[src/rtl/ktsub_pkg.sv]
`timescale 1ns / 1ps

package ktsub_pkg;

  // Alphabet and cube geometry.
  localparam int SYM_COUNT = 27;
  localparam int SYM_W     = 5;
  localparam int CODE_W    = 5;
  localparam int TRIT_W    = 2;
  localparam int KIND_W    = 3;

  localparam logic [SYM_W-1:0] LAST_SYM  = 5'd26;
  localparam logic [SYM_W-1:0] FULL_FILL = 5'd27;

  // Input item kinds.
  localparam logic [KIND_W-1:0] KIND_RESTART = 3'd0;
  localparam logic [KIND_W-1:0] KIND_KEY     = 3'd1;
  localparam logic [KIND_W-1:0] KIND_END_KEY = 3'd2;
  localparam logic [KIND_W-1:0] KIND_ENCODE  = 3'd3;
  localparam logic [KIND_W-1:0] KIND_DECODE  = 3'd4;

  // Result kinds.
  localparam logic RES_ENCODE = 1'b0;
  localparam logic RES_DECODE = 1'b1;

  // Commands from the controller to the datapath.
  typedef struct packed {
    logic             restart;
    logic             key_place;
    logic             fill_place;
    logic             fill_finish;
    logic             load_enc;
    logic             load_dec;
    logic [SYM_W-1:0] fill_index;
  } cmd_t;

  typedef struct packed {
    logic [TRIT_W-1:0] hi;
    logic [TRIT_W-1:0] mid;
    logic [TRIT_W-1:0] lo;
  } trits_t;

  // Residue mod 3 of a 5-bit code: bit weights alternate 1, 2, 1, 2, 1.
  function automatic logic [TRIT_W-1:0] mod3(input logic [CODE_W-1:0] v);
    logic [2:0] s;
    s = {2'b00, v[0]} + {2'b00, v[2]} + {2'b00, v[4]}
      + {1'b0, v[1], 1'b0} + {1'b0, v[3], 1'b0};
    if (s >= 3'd6) begin
      s = s - 3'd6;
    end else if (s >= 3'd3) begin
      s = s - 3'd3;
    end
    return s[1:0];
  endfunction

  // Split a cube position (0..26) into its three base-3 digits.
  function automatic trits_t pos_to_trits(input logic [SYM_W-1:0] p);
    logic [SYM_W-1:0] r;
    trits_t           t;
    if (p >= 5'd18) begin
      t.hi = 2'd2;
      r    = p - 5'd18;
    end else if (p >= 5'd9) begin
      t.hi = 2'd1;
      r    = p - 5'd9;
    end else begin
      t.hi = 2'd0;
      r    = p;
    end
    if (r >= 5'd6) begin
      t.mid = 2'd2;
      r     = r - 5'd6;
    end else if (r >= 5'd3) begin
      t.mid = 2'd1;
      r     = r - 5'd3;
    end else begin
      t.mid = 2'd0;
    end
    t.lo = r[1:0];
    return t;
  endfunction

  // Form a cube position from three base-3 digits: hi*9 + mid*3 + lo.
  function automatic logic [SYM_W-1:0] trits_to_pos(input trits_t t);
    return {t.hi, 3'b000} + {3'b000, t.hi} + {2'b00, t.mid, 1'b0}
         + {3'b000, t.mid} + {3'b000, t.lo};
  endfunction

endpackage

[src/rtl/ktsub_ctrl.sv]
`timescale 1ns / 1ps

module ktsub_ctrl (
  input  logic                              clk,
  input  logic                              rst_n,
  input  logic                              in_valid,
  output logic                              in_ready,
  input  logic [ktsub_pkg::KIND_W-1:0]      in_kind,
  input  logic [ktsub_pkg::SYM_W-1:0]       in_symbol,
  output logic                              out_valid,
  input  logic                              out_ready,
  output ktsub_pkg::cmd_t                   cmd
);

  localparam logic ST_IDLE = 1'b0;
  localparam logic ST_FILL = 1'b1;

  logic                          state_r, state_nxt;
  logic [ktsub_pkg::SYM_W-1:0]   fill_idx_r, fill_idx_nxt;
  logic                          out_valid_r, out_valid_nxt;
  logic                          accept;
  logic                          sym_ok;
  logic                          load;

  // Take a beat only in idle and only when the output register can be refilled.
  assign in_ready  = (state_r == ST_IDLE) && (!out_valid_r || out_ready);
  assign accept    = in_valid && in_ready;
  assign sym_ok    = in_symbol <= ktsub_pkg::LAST_SYM;
  assign out_valid = out_valid_r;

  // Commands for the datapath.
  always_comb begin
    cmd             = '0;
    cmd.fill_index  = fill_idx_r;
    if (accept) begin
      case (in_kind)
        ktsub_pkg::KIND_RESTART: cmd.restart   = 1'b1;
        ktsub_pkg::KIND_KEY:     cmd.key_place = 1'b1;
        ktsub_pkg::KIND_ENCODE:  cmd.load_enc  = sym_ok;
        ktsub_pkg::KIND_DECODE:  cmd.load_dec  = 1'b1;
        default:                 cmd.restart   = 1'b0;
      endcase
    end
    if (state_r == ST_FILL) begin
      cmd.fill_place  = 1'b1;
      cmd.fill_finish = (fill_idx_r == ktsub_pkg::LAST_SYM);
    end
  end

  assign load = cmd.load_enc || cmd.load_dec;

  // Sequencer: end key walks all symbols, one a cycle.
  always_comb begin
    state_nxt    = state_r;
    fill_idx_nxt = fill_idx_r;
    case (state_r)
      ST_IDLE: begin
        if (accept && (in_kind == ktsub_pkg::KIND_END_KEY)) begin
          state_nxt    = ST_FILL;
          fill_idx_nxt = '0;
        end
      end
      ST_FILL: begin
        if (fill_idx_r == ktsub_pkg::LAST_SYM) begin
          state_nxt = ST_IDLE;
        end else begin
          fill_idx_nxt = fill_idx_r + 5'd1;
        end
      end
      default: begin
        state_nxt = ST_IDLE;
      end
    endcase
  end

  // Output beat valid flag.
  always_comb begin
    if (load) begin
      out_valid_nxt = 1'b1;
    end else if (out_ready) begin
      out_valid_nxt = 1'b0;
    end else begin
      out_valid_nxt = out_valid_r;
    end
  end

  always_ff @(posedge clk) begin
    if (!rst_n) begin
      state_r     <= ST_IDLE;
      fill_idx_r  <= '0;
      out_valid_r <= 1'b0;
    end else begin
      state_r     <= state_nxt;
      fill_idx_r  <= fill_idx_nxt;
      out_valid_r <= out_valid_nxt;
    end
  end

  // No input beat is taken while the fill sequence runs.
  a_no_accept_in_fill: assert property (@(posedge clk) disable iff (!rst_n)
    (state_r == ST_FILL) |-> !in_ready)
    else $error("input beat taken during key fill");

  // A pending result is never dropped before it is taken.
  a_out_held: assert property (@(posedge clk) disable iff (!rst_n)
    (out_valid_r && !out_ready) |=> out_valid_r)
    else $error("pending result dropped");

  // The fill index stays inside the alphabet.
  a_fill_range: assert property (@(posedge clk) disable iff (!rst_n)
    (state_r == ST_FILL) |-> (fill_idx_r <= ktsub_pkg::LAST_SYM))
    else $error("fill index out of range");

  // The fill sequence ends after the last symbol.
  a_fill_end: assert property (@(posedge clk) disable iff (!rst_n)
    ((state_r == ST_FILL) && (fill_idx_r == ktsub_pkg::LAST_SYM)) |=> (state_r == ST_IDLE))
    else $error("fill sequence did not end");

endmodule

[src/rtl/ktsub_datapath.sv]
`timescale 1ns / 1ps

module ktsub_datapath (
  input  logic                              clk,
  input  logic                              rst_n,
  input  ktsub_pkg::cmd_t                   cmd,
  input  logic [ktsub_pkg::SYM_W-1:0]       in_symbol,
  input  logic [ktsub_pkg::CODE_W-1:0]      in_code_high,
  input  logic [ktsub_pkg::CODE_W-1:0]      in_code_mid,
  input  logic [ktsub_pkg::CODE_W-1:0]      in_code_low,
  output logic                              out_result_kind,
  output logic [ktsub_pkg::TRIT_W-1:0]      out_trit_high,
  output logic [ktsub_pkg::TRIT_W-1:0]      out_trit_mid,
  output logic [ktsub_pkg::TRIT_W-1:0]      out_trit_low,
  output logic [ktsub_pkg::SYM_W-1:0]       out_plain_symbol
);

  logic [ktsub_pkg::SYM_W-1:0] cube_r  [0:ktsub_pkg::SYM_COUNT-1];
  logic [ktsub_pkg::SYM_W-1:0] pos_r   [0:ktsub_pkg::SYM_COUNT-1];
  logic [ktsub_pkg::SYM_COUNT-1:0] used_r;
  logic [ktsub_pkg::SYM_W-1:0] fill_cnt_r, fill_cnt_nxt;

  logic                          res_kind_r;
  ktsub_pkg::trits_t             trits_r;
  logic [ktsub_pkg::SYM_W-1:0]   plain_r;

  logic [ktsub_pkg::SYM_W-1:0]   place_sym;
  logic                          place_req;
  logic                          place_en;
  logic [ktsub_pkg::SYM_W-1:0]   enc_pos;
  ktsub_pkg::trits_t             enc_trits;
  ktsub_pkg::trits_t             dec_trits;
  logic [ktsub_pkg::SYM_W-1:0]   dec_pos;

  // Symbol placement: key beats use the input symbol, the fill walks the alphabet.
  assign place_sym = cmd.fill_place ? cmd.fill_index : in_symbol;
  assign place_req = cmd.fill_place || cmd.key_place;
  assign place_en  = place_req && (place_sym <= ktsub_pkg::LAST_SYM)
                  && !used_r[place_sym] && (fill_cnt_r < ktsub_pkg::FULL_FILL);

  always_comb begin
    fill_cnt_nxt = fill_cnt_r;
    if (cmd.restart) begin
      fill_cnt_nxt = '0;
    end else if (cmd.fill_finish) begin
      fill_cnt_nxt = ktsub_pkg::FULL_FILL;
    end else if (place_en) begin
      fill_cnt_nxt = fill_cnt_r + 5'd1;
    end
  end

  // Keyed tables and used map.
  always_ff @(posedge clk) begin
    if (!rst_n) begin
      for (int i = 0; i < ktsub_pkg::SYM_COUNT; i++) begin
        cube_r[i] <= ktsub_pkg::SYM_W'(i);
        pos_r[i]  <= ktsub_pkg::SYM_W'(i);
      end
      used_r     <= '0;
      fill_cnt_r <= '0;
    end else begin
      fill_cnt_r <= fill_cnt_nxt;
      if (cmd.restart) begin
        used_r <= '0;
      end else if (place_en) begin
        used_r[place_sym] <= 1'b1;
      end
      if (place_en) begin
        cube_r[fill_cnt_r] <= place_sym;
        pos_r[place_sym]   <= fill_cnt_r;
      end
    end
  end

  // Encode looks up the position, decode forms it from the reduced codes.
  assign enc_pos   = (in_symbol <= ktsub_pkg::LAST_SYM) ? pos_r[in_symbol] : '0;
  assign enc_trits = ktsub_pkg::pos_to_trits(enc_pos);
  assign dec_trits = '{hi:  ktsub_pkg::mod3(in_code_high),
                       mid: ktsub_pkg::mod3(in_code_mid),
                       lo:  ktsub_pkg::mod3(in_code_low)};
  assign dec_pos   = ktsub_pkg::trits_to_pos(dec_trits);

  // Output register for the result beat.
  always_ff @(posedge clk) begin
    if (cmd.load_enc) begin
      res_kind_r <= ktsub_pkg::RES_ENCODE;
      trits_r    <= enc_trits;
      plain_r    <= '0;
    end else if (cmd.load_dec) begin
      res_kind_r <= ktsub_pkg::RES_DECODE;
      trits_r    <= '0;
      plain_r    <= cube_r[dec_pos];
    end
  end

  assign out_result_kind  = res_kind_r;
  assign out_trit_high    = trits_r.hi;
  assign out_trit_mid     = trits_r.mid;
  assign out_trit_low     = trits_r.lo;
  assign out_plain_symbol = plain_r;

endmodule

[src/rtl/keyed_trifid_substitution_unit.sv]
`timescale 1ns / 1ps
// An encode beat with a symbol in 0..26, or a decode beat, gives its result in the cycle after it is accepted.
// Throughput: one item per cycle while results are taken.
// An end-key beat runs the fill sequencer over all 27 symbols, one per cycle, so input
// is held off until the fill sequence ends.
// Reset is synchronous, active low: identity cube, empty used map, fill count zero.

module keyed_trifid_substitution_unit (
  input  logic                              clk,
  input  logic                              rst_n,
  input  logic                              in_valid,
  output logic                              in_ready,
  input  logic [ktsub_pkg::KIND_W-1:0]      in_kind,
  input  logic [ktsub_pkg::SYM_W-1:0]       in_symbol,
  input  logic [ktsub_pkg::CODE_W-1:0]      in_code_high,
  input  logic [ktsub_pkg::CODE_W-1:0]      in_code_mid,
  input  logic [ktsub_pkg::CODE_W-1:0]      in_code_low,
  output logic                              out_valid,
  input  logic                              out_ready,
  output logic                              out_result_kind,
  output logic [ktsub_pkg::TRIT_W-1:0]      out_trit_high,
  output logic [ktsub_pkg::TRIT_W-1:0]      out_trit_mid,
  output logic [ktsub_pkg::TRIT_W-1:0]      out_trit_low,
  output logic [ktsub_pkg::SYM_W-1:0]       out_plain_symbol
);

  ktsub_pkg::cmd_t cmd;

  // Controller: handshakes and the end-key fill sequencer.
  ktsub_ctrl u_ctrl (
    .clk       (clk),
    .rst_n     (rst_n),
    .in_valid  (in_valid),
    .in_ready  (in_ready),
    .in_kind   (in_kind),
    .in_symbol (in_symbol),
    .out_valid (out_valid),
    .out_ready (out_ready),
    .cmd       (cmd)
  );

  // Datapath: keyed cube tables and the result register.
  ktsub_datapath u_datapath (
    .clk              (clk),
    .rst_n            (rst_n),
    .cmd              (cmd),
    .in_symbol        (in_symbol),
    .in_code_high     (in_code_high),
    .in_code_mid      (in_code_mid),
    .in_code_low      (in_code_low),
    .out_result_kind  (out_result_kind),
    .out_trit_high    (out_trit_high),
    .out_trit_mid     (out_trit_mid),
    .out_trit_low     (out_trit_low),
    .out_plain_symbol (out_plain_symbol)
  );

endmodule
[config.mk]
export PLATFORM = sky130hd
export DESIGN_NAME = keyed_trifid_substitution_unit
export DESIGN_NICKNAME = d
export VERILOG_FILES = /design/src/rtl/ktsub_pkg.sv /design/src/rtl/ktsub_ctrl.sv /design/src/rtl/ktsub_datapath.sv /design/src/rtl/keyed_trifid_substitution_unit.sv
export SDC_FILE = /design/constraint.sdc
export NUM_CORES = 1
export LEC_CHECK = 0
export CAP_MARGIN = 20
export CORE_ASPECT_RATIO = 1.4
export CORE_MARGIN = 3
export CORE_UTILIZATION = 50
export CTS_CLUSTER_DIAMETER = 150
export DETAILED_ROUTE_END_ITERATION = 10
export DONT_BUFFER_PORTS = 1
export PLACE_DENSITY = 0.76
export SYNTH_ARGS = -nofsm -noshare
export SYNTH_HDL_FRONTEND = slang
export SYNTH_SLANG_ARGS = --single-unit
[constraint.sdc]
create_clock -name clk -period 4.9 [get_ports clk]
set_clock_uncertainty 0.15 [all_clocks]
set_input_delay 0.245 -clock clk [delete_from_list [all_inputs] [get_ports clk]]
set_output_delay 0.245 -clock clk [all_outputs]
set_load 0.02 [all_outputs]
==> results_dict.tcl, run 1 <==
set metrics [dict create \
    status "finished, final reports clean" \
    wl_per_cell_um 23.6 \
    worst_pin_slew_ps 1090 \
    synth_seq_area_share 0.604 \
    power_leakage_nw 6.57 \
    start_kind "register" \
    cellPowerDensity_nw_per_um2 481 \
    min_from "in_valid" \
    synth.lib_cells_used.distinct 77 \
    io-pin-count 41 \
    worstSetupStartpoint "u_ctrl.state_r$_SDFF_PN0_" \
    worst_slew_margin_rel 0.269 \
    worstRegToRegCells 9 \
    first_iter_violations 1517 \
    layout_worst_path_cycle_share 0.958 \
    grt_util_all_layers 0.245 \
    critPathRequiredTime_ps 5000 \
    core_area_um2 34500 \
    pin_count_of_the_biggest_net_entering_global_routing 56 \
    syn_avg_cell_area_um2 12.5 \
    clock_sinks 371 \
    crit_arrival_ps 4800 \
    timing.final.setup_violations 0 \
    die_area_um2 37700 \
    number_of_flops_mapped_to_enable_cells_by_yosys 326 \
    route.vias.total 12200 \
    initial_antenna_violation_count 0 \
    tritoncts.num_buffers 36 \
    hold-worst-slack_ps 22.9 \
    drt_drc_violations_left 0 \
    globalplace.congestion 0.937 \
    timing.rr.start "u_ctrl.state_r$_SDFF_PN0_" \
    slew_viol_final 0 \
    worst_hold_path.num_cells 4 \
    cts_max_level 2 \
    port-buffer-count 0 \
    period_minus_slack_ps 4700 \
    syn-instance-count 1416 \
    globalRouteOverflowTotal 0 \
    synth-main-ff-cell "edfxtp_1" \
    path_clk_slew_ps 60 \
    timing.fmax_mhz 213 \
    viasPerCell 6.20 \
    via_count_of_the_first_global_routing_pass 12300 \
    asyncSetResetFlopFracSynth 0 \
    critical_path_peak_fanout 19 \
    drive_gt1_frac 0.138 \
    floorplan.die.width_um 165 \
    vdd_ir_drop_max_mv 0.480 \
    cts_tree "built" \
    n_diodes 0 \
    syn_area_um2 17700 \
    detail_route.wirelength_um 46200 \
    cts_repair_resize_count 0 \
    hpwl_um 31300 \
    yosys_warnings 0 \
    detail-route-antenna-nets 0 \
    hold_class "in -> reg" \
    crit_path_category "reg -> reg" \
    worstSkewPairLatency_ps 540 \
    floorplan.rows 80 \
    yosys_register_bits 371 \
    power.total_mw 9.50 \
    ctsLongestPathBuffers 3 \
    finalHoldViolations 0 \
    start_util 0.513 \
    crit_path_end_kind "register" \
    rsz0062_at_grt "false" \
    grt_first_pass_wirelength_um 69900 \
    length_of_the_first_detailed_routing_pass_in_iterations 6 \
    synthToLayoutAreaGrowth_pct 11.7 \
    maxcap_violations 0 \
    layout.nets 1547 \
    die-height_um 229 \
    clock_tree.root_cell "clkbuf_16" \
]
==> cell usage in the layout (no fill, tap or decap), types with 8 or more instances in the layout <==
master         netlist  routed
nand4_1              8       8
o21ai_0             58      58
clkbuf_16            0      36
ha_1                30      30
nor2b_1             11      11
a21oi_1             47      47
o21a_1               8       8
and2_1               9       9
a211oi_1             9       9
nor3_1              13      13
conb_1               1      45
inv_1               40      40
dlygate4sd3_1        0      11
clkbuf_1            45      12
mux2i_1             60      60
nor2_1             238     238
dfxtp_1             45      45
buf_4                2      53
and3_1              15      15
a22oi_1             12      12
nand3_1             31      31
mux4_2              70      70
edfxtp_1           326     326
nand2_1            194     194
==> final timing paths <==
path,to,slack [ps]
min reg2reg,u_datapath.used_r[7]$_SDFFE_PP0P_,310
max reg2reg,u_datapath.pos_r[23][0]$_SDFFCE_PN1P_,200
max,u_datapath.pos_r[23][0]$_SDFFCE_PN1P_,200
min,u_datapath.out_result_kind$_SDFFE_PP0P_,20
==> cells in the mapped netlist, types with 4 or more instances <==
cell | n | share of area
fa_1 | 6 | 0.0068
o31ai_1 | 5 | 0.0021
and2_1 | 9 | 0.0032
and3b_1 | 4 | 0.0020
nand2_1 | 194 | 0.041
nor2_1 | 238 | 0.050
a211oi_1 | 9 | 0.0038
a21oi_1 | 47 | 0.013
o21a_1 | 8 | 0.0034
nand3_1 | 31 | 0.0088
ha_1 | 30 | 0.021
dfxtp_1 | 45 | 0.051
edfxtp_1 | 326 | 0.55
nor4_1 | 4 | 0.0014
o211ai_1 | 5 | 0.0021
mux2i_1 | 60 | 0.034
nor3_1 | 13 | 0.0037
xnor2_1 | 8 | 0.0040
inv_1 | 40 | 0.0085
buf_2 | 20 | 0.0057
nand3b_1 | 4 | 0.0017
buf_1 | 9 | 0.0019
mux4_2 | 70 | 0.089
xor2_1 | 6 | 0.0030
o21ai_0 | 58 | 0.016
buf_6 | 9 | 0.0057
nand4_1 | 8 | 0.0028
and3_1 | 15 | 0.0053
nor2b_1 | 11 | 0.0039
clkbuf_1 | 45 | 0.0095
a22oi_1 | 12 | 0.0051
==> state kept, by name, indices dropped and copies added, names as in the netlist <==
| signal | cells |
|---|---|
| u_datapath.out_trit_mid | 2 |
| u_ctrl.state_r | 1 |
| u_datapath.out_trit_low | 2 |
| u_datapath.out_trit_high | 2 |
| u_datapath.cube_r | 160 |
| u_datapath.fill_cnt_r | 5 |
| u_datapath.used_r | 27 |
| u_datapath.out_plain_symbol | 5 |
| u_ctrl.fill_idx_r | 5 |
| u_ctrl.out_valid | 1 |
| u_datapath.out_result_kind | 1 |
| u_datapath.pos_r | 160 |
==> cell families (layout without fill, tap and decap cells) <==
group                      Yosys count  after routing  share of synthesized area
and+or+nand+nor                    557            557                      0.136
buffers and inverters              129            180                     0.0330
muxes                              136            136                      0.129
adders and majority gates           36             36                     0.0280
DFF                                371            371                      0.604
xor gates and xnor gates            14             14                    0.00693
AOI/OAI and AO/OA                  172            172                     0.0629
other                                1             45                   0.000212
==> area by class of cell <==
cell class                 instances  area, um2
clock buffer                      53       1010
clock inverter                    12       86.3
fill                            2681      14800
inverter                          44        165
multi-input combinational        960       6600
sequential                       371      10700
tap                              451        564
timing repair buffer              71        648
==> power by group <==
part | internal, mW | total (mW) | switching, mW
Combinational | 1.73 | 3.27 | 1.54
Clock | 1.45 | 2.63 | 1.18
Sequential | 3.52 | 3.60 | 0.0791
Total | 6.71 | 9.50 | 2.80
==> routing by layer <==
layer  wire, um  part of all wire  vias to the layer above  global-route usage
li1           -                 -                     5263                   -
met1      15800              0.34                     5940               0.296
met2      23400              0.51                      789               0.416
met3       4470             0.097                      171              0.0433
met4       2530             0.055                        0               0.127
met5          0                 0                        -                   0
==> critical path, cell delays in order (launching register included) <==
cell and delay (ps):
dfxtp_1 740, mux2i_2 160, inv_2 360, mux4_2 570, a211oi_1 280, o2111a_1 440, buf_4 300, nand4_1 480
nor2_1 800, nand2_1 130
==> stage by stage <==
| step | setup slack, ps | setup TNS [ps] | util | cells | cell area, um2 |
|---|---|---|---|---|---|
| after global placement | 76.1 | 0 | 0.537 | 1885 | 18500 |
| after detailed placement | -64.5 | -258 | 0.537 | 1885 | 18500 |
| after CTS | 318 | 0 | 0.573 | 1962 | 19800 |
| after floorplan | 160 | 0 | - | 1460 | 17900 |
| final | 204 | 0 | 0.573 | 1962 | 19800 |
| after global routing | 54.8 | 0 | 0.573 | 1962 | 19800 |
==> what timing repair did <==
action                                  CTS  global route
hold buffers                             12             0
endpoints found under the hold margin    90             0
setup buffers                             0             0
endpoints found under the setup margin    0             0
(Power assumes the default switching activity.)
==> run 2, diff against run 1 <==
Settings changed: SYNTH_HIERARCHICAL from default to 1.
==> results_dict.tcl, run 2 <==
set metrics [dict create \
    floorplan.die.width_um 166 \
    clock_tree.root_cell "clkbuf_16" \
    ys_top_cells_by_area "edfxtp_1, mux4_2, nor2_1" \
    drt_drc_violations_left 0 \
    yosys.area.top_type_share 0.549 \
    place.detailed.instances 1960 \
    path_cells "mux4_2, mux4_2, nand2_1, o221ai_2, nand2_2, ha_1, inv_1, o31a_1, or2_1, a211o_1, ha_1, a2111oi_0, mux2i_2, nor3_1, nor3b_2" \
    io-pin-count 41 \
    worstSkewPairLatency_ps 540 \
    critical-path-slowest-cell "mux4_2" \
    path_clk_slew_ps 60 \
    pre_cts_slack_ps 97.5 \
    power_leakage_nw 6.81 \
    grt_first_pass_wirelength_um 75000 \
    crit_path_category "reg -> reg" \
    crit_arrival_ps 4950 \
    reg2reg_slack_ps 80 \
    syn_avg_cell_area_um2 12.4 \
    min_from "in_symbol[1]" \
    synthToLayoutAreaGrowth_pct 14.2 \
    yosys_register_bits 371 \
    post-route-worst-setup-slack_ps 83.2 \
    timing.final.setup_violations 0 \
    switchingPower_mw 2.89 \
    asyncSetResetFlopFracSynth 0 \
    yosys_warnings 6 \
    cts_max_level 2 \
    cellPowerDensity_nw_per_um2 457 \
    power.total_mw 9.29 \
    die_area_um2 38000 \
    period_minus_slack_ps 4820 \
    final_common_cell "edfxtp_1" \
    globalplace.congestion 0.925 \
    netlist_top_cells_count "edfxtp_1, nor2_1, nand2_1, mux2i_1, o21ai_0" \
    combinationalPowerShare 0.325 \
    finalHoldViolations 0 \
    vdd_ir_drop_max_mv 0.903 \
    initial_antenna_violation_count 0 \
    share_clk_of_total_power 0.288 \
    n_diodes 0 \
    critical_path_peak_fanout 7 \
    synth_seq_area_share 0.599 \
    worst_pin_slew_ps 1010 \
    length_of_the_first_detailed_routing_pass_in_iterations 5 \
    crit_path_end_kind "register" \
    timing.critical_path.buf_inv 1 \
    highest_cell_delay_on_the_worst_timing_path_ps 550 \
    route.vias.total 12600 \
    drive_gt1_frac 0.164 \
    core_area_um2 35100 \
    worst_slew_margin_rel 0.324 \
    globalRouteOverflowTotal 0 \
    timing.rr.start "u_datapath/pos_r[27][1]$_DFFE_PP_" \
    start_kind "register" \
    worst_hold_path.num_cells 3 \
    detail_route.wirelength_um 48700 \
    tritoncts.num_buffers 37 \
    critPathRequiredTime_ps 5030 \
    port-buffer-count 0 \
    power.sequential.fraction 0.387 \
    critical_path.top_delay_family "compound AO/OA/AOI/OAI gates" \
    syn_area_um2 17800 \
    first_iter_violations 1431 \
    power.share.switching 0.311 \
    status "finished, final reports clean" \
    die-height_um 229 \
    detail-route-antenna-nets 0 \
    whs_endpoint "u_datapath/cube_r[15][1]$_SDFFCE_PN1P_" \
    floorplan.rows 81 \
    most_frequent_cells_in_the_layout "edfxtp_1, nor2_1, nand2_1" \
    layout_worst_path_cycle_share 0.983 \
    grt_util_all_layers 0.254 \
    viasPerCell 6.14 \
    layout.nets 1615 \
    hpwl_um 33300 \
    synth.lib_cells_used.distinct 83 \
    synth-main-ff-cell "edfxtp_1" \
    maxcap_violations 0 \
    hold_class "in -> reg" \
    number_of_flops_mapped_to_enable_cells_by_yosys 326 \
    clock_sinks 371 \
    ctsLongestPathBuffers 3 \
    via_count_of_the_first_global_routing_pass 13100 \
    syn-instance-count 1440 \
    layout.cells.non_filler 2043 \
    start_util 0.509 \
    timing.rr.end "u_datapath/out_trit_low[0]$_SDFFCE_PN0P_" \
    finalCoreUtilization 0.580 \
    wl_per_cell_um 23.8 \
    internal_power_mw 6.40 \
    cts_tree "built" \
    worstRegToRegCells 15 \
    synthMostInstantiatedCell "edfxtp_1" \
    timing.fmax_mhz 208 \
    pin_count_of_the_biggest_net_entering_global_routing 65 \
    largestRegisters "u_datapath/cube_r (160), u_datapath/pos_r (160), u_datapath/used_r (27)" \
    synthDominantAreaCellType "edfxtp_1" \
    slew_viol_final 0 \
]
-- run 2: repair_timing --
item                                    4_1_cts  5_1_grt
endpoints found under the setup margin        0        3
hold buffers                                 12        0
resized for setup                             0        4
setup buffers                                 0        3
endpoints found under the hold margin       267        0
-- run 2: per-layer routing --
layer  vias to the layer above  global-route usage  part of all wire
met5                         -                   0                 0
met1                      6168               0.283              0.33
met4                         0               0.153             0.067
met3                       206              0.0376             0.077
met2                       698               0.457              0.52
li1                       5482                   -                 -
-- run 2: through the flow --
stage                     instance area, um2  hold WS, ps  setup TNS (ps)
after floorplan                        18000          285               0
after global placement                 19000          232               0
after detailed placement               19000          238               0
after CTS                              20300         7.17               0
after global routing                   20400         26.5           -1.07
final                                  20400         21.5               0
-- run 2: cells by family (layout without fill, tap and decap cells) --
kind of cell | Yosys count | after routing | synth area share
buffers and inverters | 124 | 227 | 0.0313
other | 1 | 45 | 0.000210
XOR/XNOR | 8 | 8 | 0.00393
adder cells (fa/ha/maj) | 30 | 30 | 0.0248
AND/OR/NAND/NOR | 566 | 566 | 0.141
flip-flops | 371 | 371 | 0.599
AO/OA/AOI/OAI | 203 | 203 | 0.0756
multiplexers | 137 | 137 | 0.124
-- run 2: layout make-up --
type / count / area, um2
clock buffer: 53 / 1050
clock inverter: 15 / 92.6
fill: 2770 / 14700
inverter: 31 / 116
multi-input combinational: 989 / 6790
sequential: 371 / 10700
tap: 456 / 571
timing repair buffer: 128 / 1050
-- run 2: worst max-delay path by stage --
stage / startpoint / to / slack (ps) / cells past startpoint
after detailed placement: in_code_high[0] / u_datapath/out_plain_symbol[0]$_SDFFE_PP0P_ / 100 / 15
final: u_datapath/pos_r[27][1]$_DFFE_PP_ / u_datapath/out_trit_low[0]$_SDFFCE_PN0P_ / 80 / 15
after floorplan: in_code_mid[0] / u_datapath/out_plain_symbol[0]$_SDFFE_PP0P_ / 20 / 16
after global placement: in_code_mid[0] / u_datapath/out_plain_symbol[4]$_SDFFE_PP0P_ / 130 / 17
after global routing: u_datapath/pos_r[26][1]$_SDFFCE_PN1P_ / u_datapath/out_trit_low[0]$_SDFFCE_PN0P_ / -1 / 15
after CTS: u_datapath/pos_r[27][1]$_DFFE_PP_ / u_datapath/out_trit_low[0]$_SDFFCE_PN0P_ / 20 / 18
-- run 2: power by group through the flow --
stage	Sequential [mW]	Clock, mW	Combinational (mW)
2_1_floorplan	3.64	0	2.05
3_3_place_gp	3.66	0	2.85
3_5_place_dp	3.67	0	2.95
4_1_cts	3.60	2.71	2.99
6_report	3.60	2.67	3.02
5_1_grt	3.60	2.82	3.20
-- run 2: worst register-to-register path: cells and delay by family (launching register included) --
family	cells	cell delay (ps)
buffers and inverters	1	100
adder cells (fa/ha/maj)	2	450
multiplexers	3	1220
flip-flops	1	400
AND/OR/NAND/NOR	5	900
AO/OA/AOI/OAI	4	1350
==> run 3, diff against run 2 <==
Settings changed: ABC_AREA from default to 1.
==> results_dict.tcl, run 3 <==
set metrics [dict create \
    yosys_register_bits 371 \
    number_of_flops_mapped_to_enable_cells_by_yosys 326 \
    vdd_ir_drop_max_mv 1.15 \
    io-pin-count 41 \
    yosys.area.top_type_share 0.537 \
    clock_sinks 371 \
    floorplan.rows 82 \
    length_of_the_first_detailed_routing_pass_in_iterations 5 \
    tritoncts.num_buffers 37 \
    n_diodes 0 \
    layout.nets 2099 \
    cts_max_level 2 \
    ys_top_cells_by_area "edfxtp_1, nand2_1, nor2_1" \
    path_cells "fa_1, fa_1, ha_1, o21ai_0, nand2_1, xor2_1, inv_1, fa_1, fa_1, inv_1, buf_4, o21ai_0, o22ai_1, nor2_1, o21ai_0, nand3_1, nand3_1, o211ai_1, inv_1" \
    layout_worst_path_cycle_share 0.910 \
    critical-path-slowest-cell "fa_1" \
    grt_first_pass_wirelength_um 72000 \
    worstRegToRegCells 14 \
    netlist_top_cells_count "nand2_1, nor2_1, edfxtp_1, inv_1, o21ai_0" \
    worst_pin_slew_ps 1000 \
    timing.rr.end "u_datapath/cube_r[18][1]$_SDFFCE_PN1P_" \
    drt_drc_violations_left 0 \
    worstSkewPairLatency_ps 550 \
    start_util 0.508 \
    status "finished, final reports clean" \
    synthDominantAreaCellType "edfxtp_1" \
    crit_top_cell "fa_1" \
    globalRouteOverflowTotal 0 \
    largestRegisters "u_datapath/cube_r (160), u_datapath/pos_r (160), u_datapath/used_r (27)" \
    cts_repair_resize_count 0 \
    path_clk_slew_ps 60 \
    syn_avg_cell_area_um2 9.05 \
    rsz0062_at_grt "false" \
    synthToLayoutAreaGrowth_pct 10.4 \
    maxcap_violations 0 \
    reg2reg_slack_ps 880 \
    period_minus_slack_ps 4460 \
    first_iter_violations 1658 \
    port-buffer-count 0 \
    hold_class "in -> reg" \
    floorplan.die.width_um 167 \
    synth_seq_area_share 0.586 \
    place.detailed.instances 2449 \
    initial_antenna_violation_count 0 \
    grt_util_all_layers 0.232 \
    highest_cell_delay_on_the_worst_timing_path_ps 610 \
    timing.fmax_mhz 224 \
    die-height_um 232 \
    pin_count_of_the_biggest_net_entering_global_routing 96 \
    viasPerCell 5.61 \
    pre_cts_slack_ps 122 \
    core_area_um2 35900 \
    via_count_of_the_first_global_routing_pass 13700 \
    setup_total_negative_slack_ps 0 \
    asyncSetResetFlopFracSynth 0 \
    slew_viol_final 0 \
    cts-hold-fix-buffers 16 \
    power_leakage_nw 7.32 \
    drive_gt1_frac 0.0874 \
    syn-instance-count 2016 \
    worst_slew_margin_rel 0.330 \
    timing.rr.start "u_ctrl/state_r$_SDFF_PN0_" \
    finalHoldViolations 0 \
    globalplace.congestion 0.952 \
    cts_tree "built" \
    crit_path_category "in -> reg" \
    start_kind "primary input" \
    most_frequent_cells_in_the_layout "nand2_1, nor2_1, edfxtp_1" \
    synth.lib_cells_used.distinct 47 \
    final_common_cell "nand2_1" \
    route.vias.total 14200 \
    timing.final.setup_violations 0 \
    worstSetupStartpoint "in_code_mid[0]" \
    clock_tree.root_cell "clkbuf_16" \
    layout.cells.non_filler 2533 \
    crit_path_end_kind "register" \
    ctsLongestPathBuffers 3 \
    post-route-worst-setup-slack_ps 441 \
    crit_arrival_ps 4780 \
    die_area_um2 38800 \
    synth-main-ff-cell "edfxtp_1" \
    hpwl_um 30200 \
    worstSetupEndpoint "u_datapath/out_plain_symbol[0]$_SDFFE_PP0P_" \
    critical_path_peak_fanout 15 \
    syn_area_um2 18200 \
    detail_route.wirelength_um 45900 \
    critPathRequiredTime_ps 5220 \
    detail-route-antenna-nets 0 \
    cts_setup_buffers 0 \
    yosys_warnings 6 \
    cellPowerDensity_nw_per_um2 514 \
    wl_per_cell_um 18.1 \
    synthMostInstantiatedCell "nand2_1" \
]
-- run 3: worst min-delay path by stage --
| stage | slack [ps] | cells after the start | to | start |
|---|---|---|---|---|
| 2_1_floorplan | 220 | 2 | u_ctrl/fill_idx_r[0]$_SDFFE_PN0P_ | rst_n |
| 3_3_place_gp | 220 | 2 | u_ctrl/fill_idx_r[0]$_SDFFE_PN0P_ | rst_n |
| 3_5_place_dp | 240 | 2 | u_ctrl/fill_idx_r[0]$_SDFFE_PN0P_ | rst_n |
| 4_1_cts | 3 | 4 | u_ctrl/fill_idx_r[4]$_SDFFE_PN0P_ | in_kind[0] |
| 5_1_grt | 60 | 2 | u_datapath/cube_r[26][4]$_SDFFCE_PN1P_ | in_symbol[4] |
| 6_report | 40 | 2 | u_datapath/cube_r[24][4]$_SDFFCE_PN1P_ | in_symbol[4] |
-- run 3: area by class of cell --
cell class	instances	area [um2]
clock inverter	13	143
multi-input combinational	1357	6420
timing repair buffer	47	423
sequential	371	10700
clock buffer	55	1030
fill	3029	15800
inverter	228	860
tap	462	578
-- run 3: through the flow --
step                      power (mW)   util  hold slack [ps]  instance area (um2)
final                           10.4  0.561             44.8                20100
after global routing            10.9  0.561             60.8                20100
after CTS                       10.3  0.561             3.33                20100
after detailed placement        7.50  0.523              240                18800
after global placement          7.43  0.523              224                18800
after floorplan                 6.46      -              215                18400
-- run 3: cell families after synthesis --
family | after synthesis | synth area share
xor gates and xnor gates | 7 | 0.00336
DFF | 371 | 0.586
AOI/OAI and AO/OA | 301 | 0.0939
and+or+nand+nor | 974 | 0.221
adders and majority gates | 30 | 0.0243
other | 1 | 0.000206
buffers and inverters | 332 | 0.0713
-- run 3: per-layer routing --
layer  share of wire  global-route usage  up-vias
met5               0                   0        -
met4           0.038              0.0893        0
met3           0.082              0.0349      145
met2            0.51               0.417      723
met1            0.37               0.282     6706
li1                -                   -     6646
-- run 3: critical path: cells and delay by family --
family                     cells  cell delay (ps)
AOI/OAI and AO/OA              5              890
and+or+nand+nor                4              460
adders and majority gates      5             2310
xor gates and xnor gates       1              160
buffers and inverters          4              700
-- run 3: report_power, final --
part	leakage (nW)	switching [mW]	internal, mW
clock	0.576	1.19	1.59
combinational	3.45	2.64	1.33
sequential	3.29	0.0830	3.53
total	7.32	3.91	6.44
